--- src/hdl/szl_pkg.sv ---
// Shared types, constants and codes of the sample zone lookup block.
package szl_pkg;

  localparam int MAX_ZONES  = 16;
  localparam int NOTE_COUNT = 128;
  localparam int IDX_W      = (MAX_ZONES > 1) ? $clog2(MAX_ZONES) : 1;
  localparam int CNT_W      = $clog2(MAX_ZONES + 1);
  localparam int NOTE_W     = 7;
  localparam int VEL_W      = 7;
  localparam int BOUND_W    = 8;
  localparam int DIST_W     = $clog2(NOTE_COUNT + 1);
  localparam int FQ_DEPTH   = 2;
  localparam int OUT_IDX_W  = 4;

  // Input opcodes
  localparam logic [1:0] OP_LOAD   = 2'd0;
  localparam logic [1:0] OP_CLEAR  = 2'd1;
  localparam logic [1:0] OP_LOOKUP = 2'd2;

  // Result status codes
  localparam logic [1:0] ST_OK   = 2'd0;
  localparam logic [1:0] ST_FULL = 2'd1;
  localparam logic [1:0] ST_NONE = 2'd2;

  // Configuration register indexes
  localparam logic REG_MAP_MODE = 1'b0;

  typedef enum logic [1:0] {
    KIND_LOAD,
    KIND_CLEAR,
    KIND_LOOKUP,
    KIND_NOP
  } kind_t;

  typedef enum logic [2:0] {
    BK_IDLE,
    BK_EXEC,
    BK_SCAN_BEST,
    BK_SCAN_PICK,
    BK_RESULT
  } bk_state_t;

  typedef struct packed {
    kind_t                     kind;
    logic [NOTE_W-1:0]         note;
    logic [VEL_W-1:0]          velocity;
    logic [NOTE_W-1:0]         root_note;
    logic [NOTE_W-1:0]         low_note;
    logic [NOTE_W-1:0]         high_note;
    logic signed [BOUND_W-1:0] low_velocity;
    logic signed [BOUND_W-1:0] high_velocity;
  } req_t;

  typedef struct packed {
    logic [NOTE_W-1:0]         root;
    logic [NOTE_W-1:0]         note_lo;
    logic [NOTE_W-1:0]         note_hi;
    logic signed [BOUND_W-1:0] vel_lo;
    logic signed [BOUND_W-1:0] vel_hi;
  } zone_t;

  typedef struct packed {
    logic found;
    logic [OUT_IDX_W-1:0] zone_index;
    logic [1:0] status;
  } result_t;

endpackage

--- src/hdl/szl_front.sv ---
// Front end: accept requests, classify the opcode, queue them for the back end.
module szl_front (
  input  logic                       clk,
  input  logic                       rst_n,
  input  logic                       in_valid,
  output logic                       in_stall,
  input  logic [1:0]                 in_opcode,
  input  logic [szl_pkg::NOTE_W-1:0] in_note,
  input  logic [szl_pkg::VEL_W-1:0]  in_velocity,
  input  logic [szl_pkg::NOTE_W-1:0] in_root_note,
  input  logic [szl_pkg::NOTE_W-1:0] in_low_note,
  input  logic [szl_pkg::NOTE_W-1:0] in_high_note,
  input  logic signed [szl_pkg::BOUND_W-1:0] in_low_velocity,
  input  logic signed [szl_pkg::BOUND_W-1:0] in_high_velocity,
  output logic                       q_valid,
  input  logic                       q_pop,
  output szl_pkg::req_t              q_req
);

  localparam int PTR_W = (szl_pkg::FQ_DEPTH > 1) ? $clog2(szl_pkg::FQ_DEPTH) : 1;
  localparam int QCNT_W = $clog2(szl_pkg::FQ_DEPTH + 1);

  szl_pkg::req_t     queue_r [szl_pkg::FQ_DEPTH];
  logic [PTR_W-1:0]  wr_ptr_r, wr_ptr_nxt;
  logic [PTR_W-1:0]  rd_ptr_r, rd_ptr_nxt;
  logic [QCNT_W-1:0] cnt_r, cnt_nxt;
  logic              push;
  szl_pkg::req_t     new_req;

  // Classify the opcode; the unused code becomes a no-op request.
  always_comb begin
    new_req.note          = in_note;
    new_req.velocity      = in_velocity;
    new_req.root_note     = in_root_note;
    new_req.low_note      = in_low_note;
    new_req.high_note     = in_high_note;
    new_req.low_velocity  = in_low_velocity;
    new_req.high_velocity = in_high_velocity;
    case (in_opcode)
      szl_pkg::OP_LOAD:   new_req.kind = szl_pkg::KIND_LOAD;
      szl_pkg::OP_CLEAR:  new_req.kind = szl_pkg::KIND_CLEAR;
      szl_pkg::OP_LOOKUP: new_req.kind = szl_pkg::KIND_LOOKUP;
      default:            new_req.kind = szl_pkg::KIND_NOP;
    endcase
  end

  assign in_stall = (cnt_r == QCNT_W'(szl_pkg::FQ_DEPTH));
  assign push     = in_valid && !in_stall;
  assign q_valid  = (cnt_r != '0);
  assign q_req    = queue_r[rd_ptr_r];

  always_comb begin
    wr_ptr_nxt = wr_ptr_r;
    rd_ptr_nxt = rd_ptr_r;
    cnt_nxt    = cnt_r;
    if (push) begin
      wr_ptr_nxt = (wr_ptr_r == PTR_W'(szl_pkg::FQ_DEPTH - 1)) ? '0 : wr_ptr_r + 1'b1;
    end
    if (q_pop && q_valid) begin
      rd_ptr_nxt = (rd_ptr_r == PTR_W'(szl_pkg::FQ_DEPTH - 1)) ? '0 : rd_ptr_r + 1'b1;
    end
    if (push && !(q_pop && q_valid)) begin
      cnt_nxt = cnt_r + 1'b1;
    end else if (!push && q_pop && q_valid) begin
      cnt_nxt = cnt_r - 1'b1;
    end
  end

  always_ff @(posedge clk) begin
    if (!rst_n) begin
      wr_ptr_r <= '0;
      rd_ptr_r <= '0;
      cnt_r    <= '0;
    end else begin
      wr_ptr_r <= wr_ptr_nxt;
      rd_ptr_r <= rd_ptr_nxt;
      cnt_r    <= cnt_nxt;
    end
  end

  always_ff @(posedge clk) begin
    if (push) begin
      queue_r[wr_ptr_r] <= new_req;
    end
  end

endmodule

--- src/hdl/szl_back.sv ---
// Back end: zone table, lookup scanner and result register.
module szl_back (
  input  logic                          clk,
  input  logic                          rst_n,
  input  logic                          map_mode,
  input  logic                          q_valid,
  output logic                          q_pop,
  input  szl_pkg::req_t                 q_req,
  output logic                          out_valid,
  input  logic                          out_stall,
  output logic                          out_found,
  output logic [szl_pkg::OUT_IDX_W-1:0] out_zone_index,
  output logic [1:0]                    out_status
);

  localparam int IDX_W  = szl_pkg::IDX_W;
  localparam int CNT_W  = szl_pkg::CNT_W;
  localparam int DIST_W = szl_pkg::DIST_W;
  localparam int OIW    = szl_pkg::OUT_IDX_W;

  szl_pkg::zone_t     zone_mem [szl_pkg::MAX_ZONES];
  szl_pkg::zone_t     rdata_r;
  szl_pkg::bk_state_t state_r, state_nxt;
  szl_pkg::req_t      cur_r, cur_nxt;
  logic [CNT_W-1:0]   count_r, count_nxt;
  logic [CNT_W-1:0]   addr_r, addr_nxt;
  logic               rvalid_r, rvalid_nxt;
  logic [IDX_W-1:0]   ridx_r, ridx_nxt;
  logic [DIST_W-1:0]  best_r, best_nxt;
  logic [1:0]         cands_r, cands_nxt;
  logic [IDX_W-1:0]   only_r, only_nxt;
  logic               pick_found_r, pick_found_nxt;
  logic [IDX_W-1:0]   pick_r, pick_nxt;
  szl_pkg::result_t   res_r, res_nxt;
  logic               out_valid_r, out_valid_nxt;
  szl_pkg::result_t   out_r;
  logic               out_load;
  logic               mem_we, mem_re;
  szl_pkg::zone_t     wdata;
  logic [DIST_W-1:0]  root_gap;
  logic               note_hit, vel_ok, cand;
  logic               scan_done;

  assign wdata.root    = cur_r.root_note;
  assign wdata.note_lo = cur_r.low_note;
  assign wdata.note_hi = cur_r.high_note;
  assign wdata.vel_lo  = cur_r.low_velocity;
  assign wdata.vel_hi  = cur_r.high_velocity;

  // Per-entry tests on the registered read data.
  always_comb begin
    if (rdata_r.root > cur_r.note) begin
      root_gap = DIST_W'(rdata_r.root - cur_r.note);
    end else begin
      root_gap = DIST_W'(cur_r.note - rdata_r.root);
    end
    note_hit = (cur_r.note >= rdata_r.note_lo) && (cur_r.note <= rdata_r.note_hi);
    vel_ok   = rdata_r.vel_lo[szl_pkg::BOUND_W-1] || rdata_r.vel_hi[szl_pkg::BOUND_W-1] ||
               ((cur_r.velocity >= rdata_r.vel_lo[szl_pkg::VEL_W-1:0]) &&
                (cur_r.velocity <= rdata_r.vel_hi[szl_pkg::VEL_W-1:0]));
    cand     = map_mode ? (root_gap == best_r) : note_hit;
  end

  assign scan_done = (addr_r == count_r) && !rvalid_r;

  always_comb begin
    state_nxt      = state_r;
    cur_nxt        = cur_r;
    count_nxt      = count_r;
    addr_nxt       = addr_r;
    rvalid_nxt     = 1'b0;
    ridx_nxt       = ridx_r;
    best_nxt       = best_r;
    cands_nxt      = cands_r;
    only_nxt       = only_r;
    pick_found_nxt = pick_found_r;
    pick_nxt       = pick_r;
    res_nxt        = res_r;
    q_pop          = 1'b0;
    mem_we         = 1'b0;
    mem_re         = 1'b0;
    out_load       = 1'b0;

    // Issue the next table read while a scan is in progress.
    if ((state_r inside {szl_pkg::BK_SCAN_BEST, szl_pkg::BK_SCAN_PICK}) &&
        addr_r != count_r) begin
      mem_re     = 1'b1;
      addr_nxt   = addr_r + 1'b1;
      rvalid_nxt = 1'b1;
      ridx_nxt   = addr_r[IDX_W-1:0];
    end

    case (state_r)
      szl_pkg::BK_IDLE: begin
        if (q_valid) begin
          q_pop     = 1'b1;
          cur_nxt   = q_req;
          state_nxt = szl_pkg::BK_EXEC;
        end
      end
      szl_pkg::BK_EXEC: begin
        res_nxt   = '{found: 1'b0, zone_index: '0, status: szl_pkg::ST_OK};
        state_nxt = szl_pkg::BK_RESULT;
        case (cur_r.kind)
          szl_pkg::KIND_LOAD: begin
            if (count_r < CNT_W'(szl_pkg::MAX_ZONES)) begin
              mem_we             = 1'b1;
              count_nxt          = count_r + 1'b1;
              res_nxt.zone_index = OIW'(count_r);
            end else begin
              res_nxt.status = szl_pkg::ST_FULL;
            end
          end
          szl_pkg::KIND_CLEAR: begin
            count_nxt = '0;
          end
          szl_pkg::KIND_LOOKUP: begin
            addr_nxt       = '0;
            best_nxt       = DIST_W'(szl_pkg::NOTE_COUNT);
            cands_nxt      = '0;
            pick_found_nxt = 1'b0;
            state_nxt      = map_mode ? szl_pkg::BK_SCAN_BEST : szl_pkg::BK_SCAN_PICK;
          end
          default: ;
        endcase
      end
      szl_pkg::BK_SCAN_BEST: begin
        if (rvalid_r && root_gap < best_r) begin
          best_nxt = root_gap;
        end
        if (scan_done) begin
          addr_nxt  = '0;
          state_nxt = szl_pkg::BK_SCAN_PICK;
        end
      end
      szl_pkg::BK_SCAN_PICK: begin
        if (rvalid_r && cand) begin
          if (cands_r != 2'd2) begin
            cands_nxt = cands_r + 1'b1;
          end
          only_nxt = ridx_r;
          if (!pick_found_r && vel_ok) begin
            pick_found_nxt = 1'b1;
            pick_nxt       = ridx_r;
          end
        end
        if (scan_done) begin
          state_nxt = szl_pkg::BK_RESULT;
          if (cands_r == 2'd1) begin
            res_nxt = '{found: 1'b1, zone_index: OIW'(only_r), status: szl_pkg::ST_OK};
          end else if (pick_found_r) begin
            res_nxt = '{found: 1'b1, zone_index: OIW'(pick_r), status: szl_pkg::ST_OK};
          end else begin
            res_nxt = '{found: 1'b0, zone_index: '0, status: szl_pkg::ST_NONE};
          end
        end
      end
      szl_pkg::BK_RESULT: begin
        if (!out_valid_r || !out_stall) begin
          out_load  = 1'b1;
          state_nxt = szl_pkg::BK_IDLE;
        end
      end
      default: begin
        state_nxt = szl_pkg::BK_IDLE;
      end
    endcase

    if (out_load) begin
      out_valid_nxt = 1'b1;
    end else if (out_valid_r && !out_stall) begin
      out_valid_nxt = 1'b0;
    end else begin
      out_valid_nxt = out_valid_r;
    end
  end

  always_ff @(posedge clk) begin
    if (!rst_n) begin
      state_r     <= szl_pkg::BK_IDLE;
      count_r     <= '0;
      rvalid_r    <= 1'b0;
      out_valid_r <= 1'b0;
    end else begin
      state_r     <= state_nxt;
      count_r     <= count_nxt;
      rvalid_r    <= rvalid_nxt;
      out_valid_r <= out_valid_nxt;
    end
  end

  always_ff @(posedge clk) begin
    cur_r        <= cur_nxt;
    addr_r       <= addr_nxt;
    ridx_r       <= ridx_nxt;
    best_r       <= best_nxt;
    cands_r      <= cands_nxt;
    only_r       <= only_nxt;
    pick_found_r <= pick_found_nxt;
    pick_r       <= pick_nxt;
    res_r        <= res_nxt;
    if (out_load) begin
      out_r <= res_r;
    end
  end

  // Zone table: one write port, one registered read port.
  always_ff @(posedge clk) begin
    if (mem_we) begin
      zone_mem[count_r[IDX_W-1:0]] <= wdata;
    end
    if (mem_re) begin
      rdata_r <= zone_mem[addr_r[IDX_W-1:0]];
    end
  end

  assign out_valid      = out_valid_r;
  assign out_found      = out_r.found;
  assign out_zone_index = out_r.zone_index;
  assign out_status     = out_r.status;

endmodule

--- src/hdl/sample_zone_lookup_unit.sv ---
// Top level of the sample zone lookup block: configuration port and front/back wiring.
//
// Usage: requests enter on the in_ channel (valid/stall); each gives exactly one
// result on the out_ channel. Opcode load stores a zone in the next free slot
// (status 1 when all 16 are taken), clear empties the table, lookup picks the
// zone to play for a note and velocity (status 2 when none qualifies).
// The user must write map_mode through the APB-style cfg_ port only while the block
// is idle; the block itself does not enforce this. Front: a two-request queue
// decodes the opcode. Back: a sequencer walks the zone table through its registered
// read port, one entry per cycle. Load, clear and the unused opcode pass through the
// idle, execute and result states; an explicit-range lookup makes one pass over the
// zones held and a nearest-root lookup two. Requests are carried out one at a time,
// while the queue keeps accepting up to two more behind the running one.
// Reset empties the table and the queue and sets map_mode to explicit ranges;
// table contents are not cleared, only the zone count.
// When out_stall is high the result holds in the output register; the back
// end finishes its current request and waits, and in_stall rises once the
// queue is full.
module sample_zone_lookup_unit (
  input  logic                          clk,
  input  logic                          rst_n,
  input  logic                          in_valid,
  output logic                          in_stall,
  input  logic [1:0]                    in_opcode,
  input  logic [szl_pkg::NOTE_W-1:0]    in_note,
  input  logic [szl_pkg::VEL_W-1:0]     in_velocity,
  input  logic [szl_pkg::NOTE_W-1:0]    in_root_note,
  input  logic [szl_pkg::NOTE_W-1:0]    in_low_note,
  input  logic [szl_pkg::NOTE_W-1:0]    in_high_note,
  input  logic signed [szl_pkg::BOUND_W-1:0] in_low_velocity,
  input  logic signed [szl_pkg::BOUND_W-1:0] in_high_velocity,
  output logic                          out_valid,
  input  logic                          out_stall,
  output logic                          out_found,
  output logic [szl_pkg::OUT_IDX_W-1:0] out_zone_index,
  output logic [1:0]                    out_status,
  input  logic                          cfg_psel,
  input  logic                          cfg_penable,
  input  logic                          cfg_pwrite,
  input  logic [2:0]                    cfg_paddr,
  input  logic [31:0]                   cfg_pwdata,
  output logic [31:0]                   cfg_prdata,
  output logic                          cfg_pready
);

  logic          map_mode_r, map_mode_nxt;
  logic          cfg_wr;
  logic          q_valid;
  logic          q_pop;
  szl_pkg::req_t q_req;

  // Register index is the word address; only index 0 exists.
  assign cfg_pready = 1'b1;
  assign cfg_wr     = cfg_psel && cfg_penable && cfg_pwrite && cfg_pready;

  always_comb begin
    map_mode_nxt = map_mode_r;
    if (cfg_wr && cfg_paddr[2] == szl_pkg::REG_MAP_MODE) begin
      map_mode_nxt = cfg_pwdata[0];
    end
  end

  // Read back map_mode; addresses past the register list read zero.
  assign cfg_prdata = (cfg_paddr[2] == szl_pkg::REG_MAP_MODE) ? {31'b0, map_mode_r} : '0;

  always_ff @(posedge clk) begin
    if (!rst_n) begin
      map_mode_r <= 1'b0;
    end else begin
      map_mode_r <= map_mode_nxt;
    end
  end

  // Accept and classify requests.
  szl_front u_front (
    .clk              (clk),
    .rst_n            (rst_n),
    .in_valid         (in_valid),
    .in_stall         (in_stall),
    .in_opcode        (in_opcode),
    .in_note          (in_note),
    .in_velocity      (in_velocity),
    .in_root_note     (in_root_note),
    .in_low_note      (in_low_note),
    .in_high_note     (in_high_note),
    .in_low_velocity  (in_low_velocity),
    .in_high_velocity (in_high_velocity),
    .q_valid          (q_valid),
    .q_pop            (q_pop),
    .q_req            (q_req)
  );

  // Carry out requests against the zone table and drive results.
  szl_back u_back (
    .clk            (clk),
    .rst_n          (rst_n),
    .map_mode       (map_mode_r),
    .q_valid        (q_valid),
    .q_pop          (q_pop),
    .q_req          (q_req),
    .out_valid      (out_valid),
    .out_stall      (out_stall),
    .out_found      (out_found),
    .out_zone_index (out_zone_index),
    .out_status     (out_status)
  );

endmodule
--- config.mk ---
export PLATFORM = sky130hd
export DESIGN_NAME = sample_zone_lookup_unit
export DESIGN_NICKNAME = d
export VERILOG_FILES = /design/src/hdl/szl_pkg.sv /design/src/hdl/szl_front.sv /design/src/hdl/szl_back.sv /design/src/hdl/sample_zone_lookup_unit.sv
export SDC_FILE = /design/constraint.sdc
export NUM_CORES = 1
export LEC_CHECK = 0
export BUFFER_PORTS_ARGS = -buffer_cell sky130_fd_sc_hd__buf_2
export CAP_MARGIN = 20
export CORE_MARGIN = 4
export CORE_UTILIZATION = 50
export CTS_BUF_LIST = sky130_fd_sc_hd__clkbuf_16
export DETAILED_ROUTE_END_ITERATION = 12
export PLACE_DENSITY = 0.67
export SYNTH_ARGS = -nofsm -noshare
export SYNTH_HDL_FRONTEND = slang
export SYNTH_SLANG_ARGS = --single-unit
--- constraint.sdc ---
create_clock -name clk -period 5.5 [get_ports clk]
set_input_delay 0.275 -clock clk [delete_from_list [all_inputs] [get_ports clk]]
set_output_delay 0.275 -clock clk [all_outputs]
set_load 0.05 [all_outputs]
# After elaboration in Yosys (flattened, before gate mapping)

Memory sizes are Yosys's and may differ from the RTL's. A register that Yosys moved wholly into a read port is not among the register bits.
Cells that the tools add are included.

Register bits after elaboration: 57
Bits in latches: 0
RAM bits: 698
ROM bits: 0
Bits of input ports: 95
Output and inout bits: 42
Memories kept: 2

$add $sub $neg: 9
Multiply operators: 0
Divide/modulo/power cells: 0
Magnitude comparators: 7
Equality and inequality tests: 24
Shift-type cells: 0
Muxes and demuxes: 53
Bitwise operators: 1
Reduce and logical (&&, ||, !) cells: 45

Memory list:

| name            | depth | width | read ports | clocked after memory_dff | wr ports | line            | RTL |
|---|---|---|---|---|---|---|---|
| u_back.zone_mem | 16    | 37    | 1          | 1                        | 1        | szl_back.sv:21  | `szl_pkg::zone_t zone_mem [szl_pkg::MAX_ZONES];` |
| u_front.queue_r | 2     | 53    | 1          | 1                        | 1        | szl_front.sv:23 | `szl_pkg::req_t queue_r [szl_pkg::FQ_DEPTH];` |

Operator list:

| cell                | number |
|---|---|
| $mux 8              | 3 |
| $mux 1              | 23 |
| $mux 7              | 3 |
| $mux 5              | 4 |
| $pmux 5 s2          | 2 |
| $logic_and 1x1->1   | 16 |
| $pmux 8 s2          | 1 |
| $sub 7x7->8         | 2 |
| $mux 3              | 5 |
| $pmux 3 s5          | 1 |
| $ge 7x7->1          | 2 |
| $le 7x7->1          | 2 |
| $ne 2x2->1 const B  | 7 |
| $pmux 7 s2          | 1 |
| $reduce_bool 2->1   | 7 |
| $reduce_and 4->1    | 3 |
| $add 5x1->5 const B | 2 |
| $mux 2              | 5 |
| $reduce_and 3->1    | 3 |
| $eq 8x8->1          | 1 |
| $lt 8x8->1          | 1 |
| $ne 2x1->1 const B  | 4 |
| $gt 7x7->1          | 1 |
| $logic_not 1->1     | 7 |
| 21 further kinds    | 33 |

# Longest topological paths before layout

Gate-level depths: netlist (run 1).

Depth in word-level cells: 8
Mapped depth: 16

# By module

From an unflattened synthesis (run 1), not the netlist that was laid out.

Cell total of the unflattened synthesis: 1853
Area total of the unflattened synthesis: 33508.4 sq um

By module, submodules not included:

| module                  | instances | cells an instance | area each (sq um) |
|---|---|---|---|
| szl_back                | 1         | 1619              | 29094.2 |
| szl_front               | 1         | 194               | 4098.9 |
| sample_zone_lookup_unit | 1         | 40                | 315.3 |

# Least setup slack after synthesis (run 1)

No wires, ideal clock.

Path kind: register -> register
From: register u_back.state_r[1]
To: memory u_back.zone_mem[3][0] (netlist name) (enable)
Setup time: 477 ps
Arrival time: 3841 ps
Required time: 5023 ps
Setup slack: 1182 ps
Cell stages (with the launch flop): 7
Path buffers: 1
Clock period less this slack: 4318 ps
Cells stage by stage: dfxtp_1 > clkbuf_1 > nor2_1 > nand2_1 > nor4_1 > nand2_1 > nor3_1

Cells in the longest elaborated chain, start to end: 4

RTL lines:

| element                      | line            | RTL |
|---|---|---|
| start, declared              | szl_back.sv:23  | `szl_pkg::bk_state_t state_r, state_nxt;` |
| start signal, assigned       | szl_back.sv:180 | `state_r <= szl_pkg::BK_IDLE;` |
| start signal, assigned       | szl_back.sv:185 | `state_r <= state_nxt;` |
| $eq 3x1->1                   | szl_back.sv:93  | `case (state_r)` |
| $mux 1                       | szl_back.sv:93  |  |
| $mux 1                       | szl_back.sv:209 | `if (mem_we) begin` |
| $mux 1 (implied by the code) | szl_back.sv:210 | `zone_mem[count_r[IDX_W-1:0]] <= wdata;` |
| end, declared                | szl_back.sv:21  |  |

Every way passes these cells.

# Worst setup path after layout (run 1)

From: register u_back.cur_r[49] (netlist name)
To: register u_back.pick_r[2] (enable)

Cells in the longest elaborated chain, start to end: 6
Elaborated cells between the ends (all ways): 11

RTL lines:

| element                               | line            | RTL |
|---|---|---|
| start, declared                       | szl_back.sv:24  | `szl_pkg::req_t cur_r, cur_nxt;` |
| start signal, assigned                | szl_back.sv:193 | `cur_r <= cur_nxt;` |
| $sub 7x7->8 (tied with other cells)   | szl_back.sv:55  | `root_gap = DIST_W'(cur_r.note - rdata_r.root);` |
| $mux 8 (*)                            | szl_back.sv:52  | `if (rdata_r.root > cur_r.note) begin` |
| named net u_back.root_gap[5]          | szl_back.sv:40  | `logic [DIST_W-1:0] root_gap;` |
| $eq 8x8->1 (*)                        | szl_back.sv:61  | `cand = map_mode ? (root_gap == best_r) : note_hit;` |
| $mux 1 (*)                            | szl_back.sv:61  |  |
| $logic_and 1x1->1 (*)                 | szl_back.sv:137 | `if (rvalid_r && cand) begin` |
| $reduce_and 3->1 (no source line) (*) | -               |  |
| end signal, assigned                  | szl_back.sv:200 | `pick_r <= pick_nxt;` |
| end, declared                         | szl_back.sv:33  | `logic [IDX_W-1:0] pick_r, pick_nxt;` |

The timed path passes the listed nets; every way through them passes the cells marked *.
A chain may end at the register's enable or synchronous reset.

==> flow_metrics.py, run 1 <==
metrics = {
    "synth": {
        "synth_edf_count": 825,
        "synth_simple_gate_area_share_pct": 2.52,
        "synthCells": 1840,
        "synth.avg_cell_area_sq_um": 18.2,
        "synth_top_family_by_area": "multiplexers",
        "yosysMostFrequentCell": "edfxtp_1",
        "netlist_area_sq_um": 33400,
        "synth_compound_area_share_pct": 5.25,
        "yosysTopAreaCell": "edfxtp_1",
        "ys_warn_count": 0,
        "synth.area.top_cells": "edfxtp_1 74%, mux4_2 5.0%, mux2i_1 3.6%",
        "synthDistinctLibCells": 61,
        "synth_mux_area_share_pct": 11.7,
        "synth_fa_ha_area_share_pct": 2.25,
        "synth_top_area_share_pct": 74.1,
        "synthXorXnorAreaFrac_pct": 0.471,
        "yosys-top-cells-count": "825 x edfxtp_1, 121 x mux2i_1, 92 x mux2_2",
        "synth-main-ff-cell": "edfxtp_1",
        "synth-async-reset-ratio_pct": 0,
        "ys_seq_area_share_pct": 75.3,
        "synth-seq-cells": 845,
    },
    "power_and_ir_drop": {
        "ir_drop_mv": 0.285,
        "powerDensity_nw_per_um2": 436,
        "fin_total_pwr_w": 0.0166,
        "power_leakage_nw": 12.7,
    },
    "grt": {
        "grt_pass1_vias": 17000,
        "antenna_found_initial": 1,
        "track_usage_pct": 19.5,
        "grt_pass1_wl_mm": 104,
        "gr-total-overflow": 0,
        "grt_start_max_net_pins": 78,
    },
    "worst_hold_path": {
        "holdPathEnd": "u_front.queue_r[0][29]$_DFFE_PP_",
        "hold_class": "input port to flip-flop",
        "hold_depth": 2,
        "hp-start": "in_low_note[6]",
    },
    "finish": {
        "regArea_sq_um": 25200,
        "multi_input_area_sq_um": 7690,
        "antenna_cells": 0,
        "nets": 2158,
        "syn2layout_area_growth_pct": 13.9,
        "fill_cells": 4874,
        "drive_gt1_share_pct": 20.2,
    },
    "setup_path": {
        "timing.rr.start": "u_back.cur_r[49]$_DFFE_PP_",
        "reg2reg_to": "u_back.pick_r[2]$_DFFE_PP_",
        "rrSetupSlack_ns": 1.37,
        "path_class": "flip-flop to flip-flop",
        "worstRegToRegCells": 14,
        "critical_path_required_ns": 5.80,
        "crit_path_max_fanout": 10,
        "crit_cells": 14,
        "max_stage_delay_ns": 0.46,
        "cp-end-kind": "flip-flop",
        "critPathSlowestCell": "ha_1",
        "cp_top_family": "simple AND/OR/NAND/NOR gates",
        "cp_cell_sequence": "inv_1 > ha_1 > and3_1 > nand2_2 > a22oi_4 > mux2i_1 > o221ai_2 > xor2_1 > ha_1 > nand4_1 > o21ai_0 > and3_1 > o211ai_1 > nor2_1",
        "critPathBufInv": 1,
        "startpoint_type": "flip-flop",
        "worstPathArrival_ns": 4.43,
    },
    "cts": {
        "cts_hold_buf": 58,
        "cts_buffer_depth": 3,
        "tritoncts": "yes",
        "cts_setup_buffers": 0,
        "cts_root_buf": "clkbuf_16",
        "numCtsBuffers": 86,
        "clk_pin_slew_ns": 0.06,
        "cts_sinks": 845,
        "h-tree-depth": 3,
        "insertion_delay_ns": 0.63,
        "cts-resized-gates": 0,
    },
    "sta": {
        "setup_violations": 0,
        "fin_setup_tns_ns": 0,
        "fmaxAchievable_mhz": 242,
        "setup_ws_ns": 1.37,
        "relSlewSlack_pct": 26.4,
        "finalHoldViolCount": 0,
        "fin_crit_ns": 4.13,
        "fin_skew_ns": 0.0222,
        "drv_slew": 0,
        "rsz0062_at_grt": "no",
        "period_share_pct": 75.1,
        "tightest_slew_ns": 1.10,
    },
    "placement": {
        "port_buffers": 71,
        "hpwl_mm": 38.1,
        "dpl_worst_slack_ns": 1.38,
        "gp_congestion": 0.822,
    },
    "route": {
        "drt_iter0_drc": 1386,
        "dr.pass1.iters": 5,
        "avgViaCountPerCell": 5.75,
        "wl_per_cell_um": 23.6,
        "vias": 16900,
        "finalWirelength_mm": 69.4,
        "antenna_left": 0,
        "remaining_drc_errors": 0,
    },
    "run": {
        "cap_violations": 0,
    },
    "run_status": {
        "status": "finished, final reports clean",
    },
    "floorplanning": {
        "dieHeight_um": 267,
        "io_pins": 137,
        "rows": 94,
        "initial_core_util_pct": 50.7,
        "core_area_sq_um": 66000,
        "die_w_um": 267,
        "fp.dieArea_sq_um": 71100,
    },
}
-- cell usage in the layout (no fill, tap or decap), drive strengths merged, types with 5 or more instances in the layout --
| master | count |
|---|---|
| edfxtp | 825 |
| mux2i | 121 |
| buf | 104 |
| mux2 | 92 |
| o21ai | 91 |
| clkbuf | 87 |
| inv | 86 |
| mux4 | 74 |
| nand2 | 65 |
| dlygate4sd3 | 58 |
| a21oi | 58 |
| ha | 57 |
| nor2 | 46 |
| a22oi | 41 |
| clkinv | 39 |
| a221oi | 38 |
| conb | 32 |
| dfxtp | 20 |
| a21o | 13 |
| xor2 | 13 |
| nand2b | 13 |
| a31oi | 10 |
| nor3 | 10 |
| and2 | 7 |
| nand4 | 7 |
| nor2b | 7 |
| nand3 | 6 |
| xnor2 | 5 |
| bufinv | 5 |
-- kinds of logic after synthesis --
kind of cell	Yosys count
buffers and inverters	177
adder cells (fa/ha/maj)	59
AND/OR/NAND/NOR	179
flip-flops	845
other	2
AO/OA/AOI/OAI	273
XOR/XNOR	18
multiplexers	287
-- worst max-delay path by stage --
| stage | startpoint | to | slack, ns |
|---|---|---|---|
| 2_1_floorplan | u_back.state_r[1]$_SDFFE_PN0P_ | u_back.zone_mem[3][0]$_DFFE_PP_ | 1.18 |
| 3_3_place_gp | u_back.cur_r[49]$_DFFE_PP_ | u_back.pick_r[1]$_DFFE_PP_ | 1.47 |
| 3_5_place_dp | u_back.cur_r[49]$_DFFE_PP_ | u_back.pick_r[3]$_DFFE_PP_ | 1.38 |
| 4_1_cts | u_back.cur_r[49]$_DFFE_PP_ | u_back.pick_r[2]$_DFFE_PP_ | 1.36 |
| 5_1_grt | u_back.cur_r[49]$_DFFE_PP_ | u_back.pick_r[2]$_DFFE_PP_ | 1.07 |
| 6_report | u_back.cur_r[49]$_DFFE_PP_ | u_back.pick_r[2]$_DFFE_PP_ | 1.37 |
-- registers in the layout (all words and copies together), names as in the netlist, 2 cells and up --
| name | cells |
|---|---|
| u_back.best_r | 8 |
| u_front.cnt_r | 2 |
| u_back.ridx_r | 4 |
| u_back.pick_r | 4 |
| u_back.rdata_r | 37 |
| u_back.cur_r | 53 |
| u_back.cands_r | 2 |
| u_back.addr_r | 5 |
| u_back.only_r | 4 |
| u_back.out_zone_index | 4 |
| u_back.zone_mem | 592 |
| u_back.state_r | 3 |
| u_back.res_r | 7 |
| u_front.queue_r | 106 |
| u_back.out_status | 2 |
| u_back.count_r | 5 |
-- power breakdown --
part	total [W]	switching, W	internal, W
combinational	0.00268	0.00139	0.00129
sequential	0.00844	0.000569	0.00787
clock	0.00550	0.00238	0.00312
-- per-layer routing --
metal  vias to the layer above  global-route usage (%)  routed length, um
met4                         0                    6.04               2030
li1                       7562                       -                  -
met3                       128                    3.48               3830
met1                      8669                    27.3              29800
met2                       539                    31.9              33800
met5                         -                       0                  0
-- through the flow --
step	instances	hold slack, ns	instance area (sq um)	util (%)
CTS	2936	0.317	38100	57.7
floorplan	1870	0.374	33600	-
finish	2938	0.363	38100	57.7
detailed placement	2720	0.405	34800	52.8
global route	2938	0.346	38100	57.7
global placement	2719	0.404	34800	52.7
-- final cells by class --
type	instances	area share, %
timing repair buffer	162	3.27
clock buffer	87	5.71
inverter	61	0.601
tap	864	2.84
sequential	845	66.1
clock inverter	71	1.29
multi-input combinational	848	20.2
Note: power is estimated with default switching activity, not from simulation.
==> inputs of run 2 (changes only) <==
Clock period 5.5 ns to 4 ns, I/O delays scaled along.
==> flow_metrics.py, run 2 (synthesis results as in run 1) <==
metrics = {
    "floorplanning": {
        "rows": 94,
        "fp.dieArea_sq_um": 71100,
        "io_pins": 137,
        "dieHeight_um": 267,
        "core_area_sq_um": 66000,
        "initial_core_util_pct": 50.7,
        "die_w_um": 267,
    },
    "finish": {
        "layout_common_cells": "825 x edfxtp_1, 120 x mux2i_1, 92 x mux2_2",
        "nets": 2172,
        "largest_reg_flops": 592,
        "antenna_cells": 0,
        "drive_gt1_share_pct": 21.0,
        "layout_commonest_cell": "edfxtp_1",
        "syn2layout_area_growth_pct": 15.0,
    },
    "grt": {
        "grt_pass1_wl_mm": 106,
        "grt_pass1_vias": 17200,
        "antenna_found_initial": 0,
        "track_usage_pct": 20.0,
        "gr-total-overflow": 0,
        "grt_start_max_net_pins": 115,
    },
    "setup_path": {
        "max_stage_delay_ns": 0.41,
        "critical_path_required_ns": 4.31,
        "cp_cell_sequence": "inv_1 > ha_1 > a21o_1 > a21o_1 > a22oi_4 > mux2i_2 > o221ai_2 > xor2_1 > ha_1 > nand4_1 > o21ai_2 > and3_1 > o211ai_1 > nor2_2",
        "worstPathArrival_ns": 4.03,
        "startpoint_type": "flip-flop",
        "crit_path_max_fanout": 6,
        "path_class": "flip-flop to flip-flop",
        "critPathSlowestCell": "edfxtp_1",
        "cp-end-kind": "flip-flop",
    },
    "power_and_ir_drop": {
        "power_leakage_nw": 12.8,
        "power_switching_w": 0.00608,
        "powerDensity_nw_per_um2": 600,
        "seq_power_share_pct": 50.1,
        "fin_total_pwr_w": 0.0230,
        "pwr-share-clk_pct": 33.2,
        "ir_drop_mv": 0.374,
        "combPwrFrac_pct": 16.6,
        "p_int_w": 0.0170,
        "switching_share_pct": 26.4,
    },
    "sta": {
        "setup_violations": 0,
        "hold_slack_ns": 0.273,
        "fmaxAchievable_mhz": 269,
        "period_share_pct": 93.0,
        "fin_crit_ns": 3.72,
        "drv_slew": 0,
        "fin_skew_ns": 0.0382,
        "finalHoldViolCount": 0,
        "relSlewSlack_pct": 27.3,
        "tightest_slew_ns": 1.09,
    },
    "run": {
        "cap_violations": 0,
    },
    "cts": {
        "cts_buffer_depth": 3,
        "tritoncts": "yes",
        "insertion_delay_ns": 0.65,
        "clk_pin_slew_ns": 0.06,
        "cts_sinks": 845,
        "h-tree-depth": 3,
        "cts_root_buf": "clkbuf_16",
        "numCtsBuffers": 86,
    },
    "route": {
        "finalWirelength_mm": 70.8,
        "avgViaCountPerCell": 5.72,
        "drt_iter0_drc": 1442,
        "remaining_drc_errors": 0,
        "wl_per_cell_um": 24.0,
        "dr.pass1.iters": 5,
        "vias": 16900,
        "antenna_left": 0,
    },
    "run_status": {
        "status": "finished, final reports clean",
    },
    "worst_hold_path": {
        "hold_class": "input port to flip-flop",
    },
    "placement": {
        "hpwl_mm": 37.2,
        "port_buffers": 71,
        "gp_congestion": 0.826,
    },
}
## run 2: area by class of cell
class | instances | area [sq um]
fill | 4802 | 27500
sequential | 845 | 25200
multi-input combinational | 848 | 7740
clock buffer | 86 | 2150
timing repair buffer | 176 | 1490
tap | 864 | 1080
clock inverter | 71 | 566
inverter | 61 | 229
## run 2: critical path: cells and delay by family (launching register included)
family	cells	cell delay [ns]
buffers and inverters	1	0.06
xor gates and xnor gates	1	0.16
and+or+nand+nor	3	0.55
DFF	1	0.41
muxes	1	0.30
AOI/OAI and AO/OA	6	1.24
adders and majority gates	2	0.67
## run 2: per-stage QoR
| stage | TNS [ns] | utilization (%) | setup WS (ns) | instances | instance area (sq um) |
|---|---|---|---|---|---|
| after floorplan | 0 | - | 0.0554 | 1870 | 33600 |
| after global placement | 0 | 53.2 | 0.150 | 2733 | 35100 |
| after detailed placement | 0 | 53.2 | 0.00557 | 2733 | 35100 |
| after CTS | 0 | 58.2 | 0.000171 | 2949 | 38400 |
| after global routing | -0.180 | 58.3 | -0.0430 | 2951 | 38400 |
| final | 0 | 58.3 | 0.281 | 2951 | 38400 |
## run 2: final timing paths
kind	from	end	slack, ns	cells past startpoint
setup / recovery	u_back.cur_r[49]$_DFFE_PP_	u_back.pick_r[3]$_DFFE_PP_	0.28	14
hold / removal	in_high_note[3]	u_front.queue_r[1][19]$_DFFE_PP_	0.27	2
setup reg to reg	u_back.cur_r[49]$_DFFE_PP_	u_back.pick_r[3]$_DFFE_PP_	0.28	14
hold reg to reg	u_back.res_r[4]$_DFFE_PP_	u_back.out_zone_index[2]$_DFFE_PP_	0.42	0
## run 2: layer usage
layer | vias up | global-route usage, % | share of wire (%)
met1 | 8648 | 27.2 | 42
met2 | 535 | 33.1 | 49
li1 | 7582 | - | -
met4 | 0 | 5.84 | 2.7
met3 | 117 | 4.22 | 6.6
met5 | - | 0 | 0
## run 2: power by group through the flow
stage | combinational (W) | clock (W) | sequential, W
final | 0.00383 | 0.00766 | 0.0116
after global routing | 0.00418 | 0.00820 | 0.0117
after CTS | 0.00385 | 0.00780 | 0.0116
after detailed placement | 0.00378 | 0 | 0.0118
after global placement | 0.00373 | 0 | 0.0117
after floorplan | 0.00301 | 0 | 0.0114
## run 2: what timing repair did
action                     CTS  global route
hold buffers                59             0
hold endpoints to repair   120             0
setup endpoints to repair    0            19
resized for setup            0             8
setup buffers                0             2
